## config.mk

```make
export PLATFORM = sky130hd
export DESIGN_NAME = pqi_muldiv
export DESIGN_NICKNAME = d
export VERILOG_FILES = /design/src/hdl/pqi_pkg.sv /design/src/hdl/pqi_muldiv.sv
export SDC_FILE = /design/constraint.sdc
export NUM_CORES = 1
export LEC_CHECK = 0
export BUFFER_PORTS_ARGS = -buffer_cell sky130_fd_sc_hd__buf_2
export CAP_MARGIN = 20
export CELL_PAD_IN_SITES_DETAIL_PLACEMENT = 1
export CELL_PAD_IN_SITES_GLOBAL_PLACEMENT = 2
export CORE_UTILIZATION = 38
export CTS_CLUSTER_SIZE = 20
export DETAILED_ROUTE_END_ITERATION = 8
export GPL_TIMING_DRIVEN = 0
export PLACE_DENSITY = 0.89
export SYNTH_ARGS = -nofsm -noshare
export SYNTH_HDL_FRONTEND = slang
export SYNTH_SLANG_ARGS = --single-unit
```

## constraint.sdc

```tcl
create_clock -name clk -period 6.3 [get_ports clk]
set_input_delay 0.63 -clock clk [delete_from_list [all_inputs] [get_ports clk]]
set_output_delay 0.63 -clock clk [all_outputs]
set_load 0.02 [all_outputs]
```

## src/hdl/pqi_pkg.sv

```systemverilog
`default_nettype none
// ----------------------------------------------------------------------------
// pqi_pkg: shared types and constants for the piecewise quadratic interpolator
// Holds field widths, the sequencer state types and the request and response
// structs of the shared multiply-divide unit.
// ----------------------------------------------------------------------------
package pqi_pkg;

	localparam int unsigned MAX_POINTS_DEF = 64;
	localparam int unsigned DATA_W         = 32;
	localparam int unsigned SEG_W          = 6;
	localparam int unsigned CNT_W          = 7;
	localparam int unsigned IDX_W          = 6;
	localparam int unsigned QUOT_W         = 42;

	// Request type codes
	localparam logic REQ_LOAD = 1'b0;
	localparam logic REQ_EVAL = 1'b1;

	// Main sequencer
	typedef enum logic [2:0] {
		ST_IDLE,
		ST_SCAN_RD,
		ST_SCAN_CMP,
		ST_FETCH,
		ST_CHECK,
		ST_OP_START,
		ST_OP_WAIT,
		ST_OUT
	} pqi_state_t;

	// Multiply-divide unit phases
	typedef enum logic [1:0] {
		MD_IDLE,
		MD_MUL,
		MD_DIV,
		MD_DONE
	} pqi_md_state_t;

	typedef struct packed {
		logic               start;
		logic signed [32:0] a;
		logic signed [32:0] b;
		logic signed [32:0] d;
	} pqi_md_req_t;

	typedef struct packed {
		logic                      done;
		logic signed [QUOT_W-1:0] q;
	} pqi_md_rsp_t;

	// Sign-extend a Q16.16 word to 33 bits
	function automatic logic signed [32:0] sx33(input logic [31:0] x);
		return $signed({x[31], x});
	endfunction

endpackage : pqi_pkg
`default_nettype wire

```

## src/hdl/pqi_muldiv.sv

```systemverilog
`default_nettype none
// ----------------------------------------------------------------------------
// pqi_muldiv: iterative a*b/d unit
// Shift-add multiply of the magnitudes (33 steps), then restoring division
// of the 65-bit product (65 steps). Truncates toward zero and clamps the
// quotient magnitude to 2^40. The divisor must be nonzero.
// ----------------------------------------------------------------------------
module pqi_muldiv (
	input  wire                       clk,
	input  wire                       arst_n,
	input  wire pqi_pkg::pqi_md_req_t req,
	output pqi_pkg::pqi_md_rsp_t      rsp
);
	import pqi_pkg::*;

	localparam logic [6:0] MUL_LAST = 7'd32;
	localparam logic [6:0] DIV_LAST = 7'd64;
	localparam logic [64:0] Q_CLAMP = 65'h1_0000_0000_00;

	pqi_md_state_t state_q, state_d;
	logic [6:0]  cnt_q;
	logic [65:0] prod_q;
	logic [32:0] ma_q;
	logic [32:0] md_q;
	logic [32:0] rem_q;
	logic        neg_q;

	logic [32:0] mag_a, mag_b, mag_d;
	logic [33:0] mul_sum;
	logic [33:0] rem_sh;
	logic        q_bit;
	logic [40:0] q_clamped;
	logic [QUOT_W-1:0] q_ext;

	// Operand magnitudes
	assign mag_a = req.a[32] ? (~req.a + 33'd1) : req.a;
	assign mag_b = req.b[32] ? (~req.b + 33'd1) : req.b;
	assign mag_d = req.d[32] ? (~req.d + 33'd1) : req.d;

	// Shared adder for the multiply step, subtractor for the divide step
	assign mul_sum = {1'b0, prod_q[65:33]} + (prod_q[0] ? {1'b0, ma_q} : 34'd0);
	assign rem_sh  = {rem_q, prod_q[64]};
	assign q_bit   = (rem_sh >= {1'b0, md_q});

	// Clamp and sign the quotient
	assign q_clamped = (prod_q[64:0] > Q_CLAMP) ? Q_CLAMP[40:0] : prod_q[40:0];
	assign q_ext     = {1'b0, q_clamped};
	assign rsp.done  = (state_q == MD_DONE);
	assign rsp.q     = neg_q ? $signed(~q_ext + QUOT_W'(1)) : $signed(q_ext);

	// Hold phase
	always_ff @(posedge clk or negedge arst_n) begin
		if (!arst_n) begin
			state_q <= MD_IDLE;
			cnt_q   <= '0;
		end else begin
			state_q <= state_d;
			if (state_q == MD_IDLE || state_d != state_q) begin
				cnt_q <= '0;
			end else begin
				cnt_q <= cnt_q + 7'd1;
			end
		end
	end

	// Next phase
	always_comb begin
		state_d = state_q;
		unique case (state_q)
			MD_IDLE: if (req.start) state_d = MD_MUL;
			MD_MUL:  if (cnt_q == MUL_LAST) state_d = MD_DIV;
			MD_DIV:  if (cnt_q == DIV_LAST) state_d = MD_DONE;
			MD_DONE: state_d = MD_IDLE;
			default: state_d = MD_IDLE;
		endcase
	end

	// Advance the datapath
	always_ff @(posedge clk) begin
		case (state_q)
			MD_IDLE: begin
				if (req.start) begin
					ma_q   <= mag_a;
					md_q   <= mag_d;
					prod_q <= {33'd0, mag_b};
					neg_q  <= (req.a[32] ^ req.b[32]) ^ req.d[32];
					rem_q  <= '0;
				end
			end
			MD_MUL: begin
				prod_q <= {mul_sum, prod_q[32:1]};
			end
			MD_DIV: begin
				rem_q  <= q_bit ? 33'(rem_sh - {1'b0, md_q}) : rem_sh[32:0];
				prod_q <= {1'b0, prod_q[63:0], q_bit};
			end
			default: begin
			end
		endcase
	end

	a_done_pulse: assert property (@(posedge clk) disable iff (!arst_n)
		rsp.done |=> !rsp.done) else $error("done held longer than one cycle");
	a_start_mul: assert property (@(posedge clk) disable iff (!arst_n)
		(state_q == MD_IDLE && req.start) |=> (state_q == MD_MUL))
		else $error("start not taken");
	a_mul_to_div: assert property (@(posedge clk) disable iff (!arst_n)
		(state_q == MD_MUL && cnt_q == MUL_LAST) |=> (state_q == MD_DIV && cnt_q == 7'd0))
		else $error("multiply phase length wrong");

endmodule : pqi_muldiv
`default_nettype wire

```

==> impl_metrics.yaml <==
timing:
  fin_hold_ws_ps: 29.1
  slew_violations: 0
  tns_ps: 0
  rsz0062_at_grt: "false"
  fin_crit_ps: 6030
  hold_viol_final: 0
  skew_ps: 14.7
  max_freq_mhz: 166
  setup_viol: 0
  slew_headroom_pct: 39.2
  worstMarginPinSlew_ps: 911
  fin_crit_sh_pct: 95.7
die:
  die-area_mm2: 0.0369
  io_pins: 145
  coreArea_mm2: 0.0356
  initial_core_util_pct: 38.6
  die_width_um: 192
  num_rows: 69
  die_h_um: 192
yosys:
  yosysMostFrequentCell: "edfxtp_1"
  synth_area_leaders: "edfxtp_1 (36%), ha_1 (7.0%), xnor2_1 (6.6%)"
  synth-seq-cells: 175
  synthCells: 1499
  yosysUniqueCellTypes: 68
  yosys_warnings: 0
  seq_area_frac_synth_pct: 38.0
  yosys-top-cells-count: "edfxtp_1 (166), nand2_1 (129), o21ai_0 (128), nor2_1 (114), xnor2_1 (103)"
  avgSynthCellArea_um2: 9.15
  synth_edf_count: 166
  netlist.area_leader.share_pct: 36.3
  synthArstFlopShare_pct: 5.14
  yosysTopAreaCell: "edfxtp_1"
  syn-num-nets: 1680
  synthesis.area_mm2: 0.0137
  ys.flop_type: "edfxtp_1"
pwr:
  vdd.ir_drop.worst_uv: 227
  switching_share_pct: 42.1
  p_comb_share_pct: 48.6
  cellPowerDensity_mw_per_mm2: 384
  pwr-share-seq_pct: 34.0
  p_sw_uw: 2540
  clockPowerShare_pct: 17.4
  cellLeakagePower_uw: 0.00633
  p_int_uw: 3490
setup_path:
  critPathRequiredTime_ps: 5670
  timing.rr.start: "prod_q[64]"
  cp_max_fo: 10
  worstPathArrival_ps: 5400
  ff2ff_path_depth: 13
  critPathKind: "flip-flop to output port"
  endpoint_kind: "output port"
  crit_end: "rsp[24]"
  reg2reg_to: "rem_q[5]"
  critPathLaunchType: "flip-flop"
  r2r_slack_ps: 1810
  crit_start: "prod_q[13]"
cts:
  tritoncts: "done"
  clkTransAtPathRegs_ps: 70
  clkSinkCount: 175
  ctsHtreeMaxLevel: 4
  clk_path_buf_depth: 2
  worstSkewPairLatency_ps: 450
  numCtsBuffers: 17
  cts-root-buf: "clkbuf_16"
  cts_hold_buf: 0
grt:
  met3_usage_pct: 3.14
  grt_overflow: 0
  grt_max_degree: 51
  grtUsageTotal_pct: 23.7
  busiest_layer: "met2"
  gr-usage-met2_pct: 39.6
  grt_pass1_vias: 12693
  grt_use_met1_pct: 31.5
  antenna_found_initial: 0
  grt_pass1_wl_mm: 67.7
detailed_routing:
  ant_nets: 0
  remaining_drc_errors: 0
  wl_per_cell_um: 20.2
  routed_wirelength_mm: 43.2
  avgViaCountPerCell: 5.78
  drtIter0Drc: 622
  drtPass1Iterations: 5
  vias: 12376
place:
  dpl.hpwl_mm: 33.6
  place.gp.congestion: 0.951
  port-buffer-count: 142
cells_and_area:
  nFillCells: 4223
  antennaDiodeCount: 0
  nNetsFinal: 1847
  area_growth_pct: 14.5
  drive_gt1_share_pct: 12.4
job:
  cap_violations: 0
run_status:
  status: "completed"
min_path:
  hold_class: "input port to async pin"
## routing by layer
layer / vias to the layer above / wire length (µm)
met3: 67 / 2080
met5: - / 0
li1: 5903 / -
met2: 342 / 20200
met4: 0 / 957
met1: 6064 / 20000
## cell usage in the layout (no fill, tap or decap), drive strengths merged, types with 7 or more instances in the layout
cell type | synthesis | layout
nand2b | 8 | 8
o31ai | 34 | 34
clkinv | 2 | 10
or3 | 34 | 34
nand4 | 7 | 7
nand2 | 129 | 129
edfxtp | 166 | 166
xor2 | 71 | 71
and3 | 10 | 10
nor4 | 19 | 19
a22oi | 16 | 16
inv | 76 | 81
xnor2 | 103 | 103
a21o | 32 | 32
a211oi | 15 | 15
or4 | 22 | 22
o21a | 14 | 14
mux2i | 27 | 27
o21ai | 128 | 128
dfrtp | 9 | 9
ha | 77 | 77
nor2 | 114 | 114
and2 | 40 | 40
a31oi | 13 | 13
nor3 | 20 | 20
a221oi | 17 | 17
o41ai | 20 | 20
nand3 | 27 | 27
a21oi | 97 | 97
or2 | 14 | 14
buf | 1 | 149
clkbuf | 59 | 76
## cell type report
cell class | instances | area [µm²] | share of cell area, %
Clock inverter | 15 | 136 | 0.868
Clock buffer | 17 | 425 | 2.71
Inverter | 78 | 293 | 1.86
Buffer | 60 | 226 | 1.44
Timing Repair Buffer | 148 | 821 | 5.22
Tap cell | 461 | 577 | 3.67
Multi-Input combinational cell | 1186 | 8030 | 51.1
Sequential cell | 175 | 5210 | 33.1
## worst max-delay path, cell delays in order, from the launching register on
cell	delay, ps
edfxtp_1	530
or4_1	640
or4_1	540
nor4_4	320
nand4_1	190
a21oi_1	300
clkbuf_2	330
nand2_1	190
ha_1	360
nand2_1	200
nor4_1	140
a21oi_2	210
buf_4	170
nand2b_1	120
a21oi_1	70
a311oi_1	390
buf_2	240
## worst min-delay path by stage
stage          startpoint    endpoint  cells past startpoint
2_1_floorplan      arst_n    cnt_q[0]                      0
3_3_place_gp     cnt_q[0]    cnt_q[0]                      1
3_5_place_dp     cnt_q[0]    cnt_q[0]                      1
4_1_cts            arst_n    cnt_q[1]                      1
5_1_grt            arst_n    cnt_q[1]                      1
6_report           arst_n  state_q[0]                      1
## power by group through the flow
stage | logic, µW | registers [µW] | clock network [µW]
after global routing | 3270 | 2080 | 1110
after floorplan | 2230 | 1900 | 0
after CTS | 2930 | 2040 | 1070
after global placement | 2780 | 2050 | 0
final | 2930 | 2050 | 1050
after detailed placement | 2900 | 2060 | 0
## cells by family (layout without fill, tap and decap cells)
logic type                 after synthesis  in the layout  share of synthesized area, %
xor gates and xnor gates               174            174                          11.1
buffers and inverters                  138            318                          3.77
and+or+nand+nor                        462            462                          16.9
DFF                                    175            175                          38.0
AOI/OAI and AO/OA                      444            444                          21.0
adders and majority gates               79             79                          7.31
muxes                                   27             27                          1.97
## through the flow
stage | instance area, µm² | worst slack, ps | std cells | power [µW] | utilization [%]
4_1_cts | 15700 | 21.9 | 2138 | 6050 | 44.1
3_5_place_dp | 15100 | 282 | 2106 | 4960 | 42.5
5_1_grt | 15700 | 51.0 | 2140 | 6470 | 44.2
2_1_floorplan | 13700 | 1460 | 1499 | 4130 | -
3_3_place_gp | 15000 | 83.0 | 2102 | 4830 | 42.2
6_report | 15700 | 269 | 2140 | 6030 | 44.2
## state kept, by name, indices dropped and copies added (netlist names)
signal / flops
cnt_q: 7
ma_q: 33
md_q: 33
neg_q: 1
prod_q: 66
rem_q: 33
state_q: 2
## what timing repair did
action | 4_1_cts | 5_1_grt
setup endpoints to repair | 7 | 10
pin swaps | 0 | 1
gates resized for setup | 1 | 2
buffers inserted | 0 | 2
Note: power is estimated with default switching activity, not from simulation.
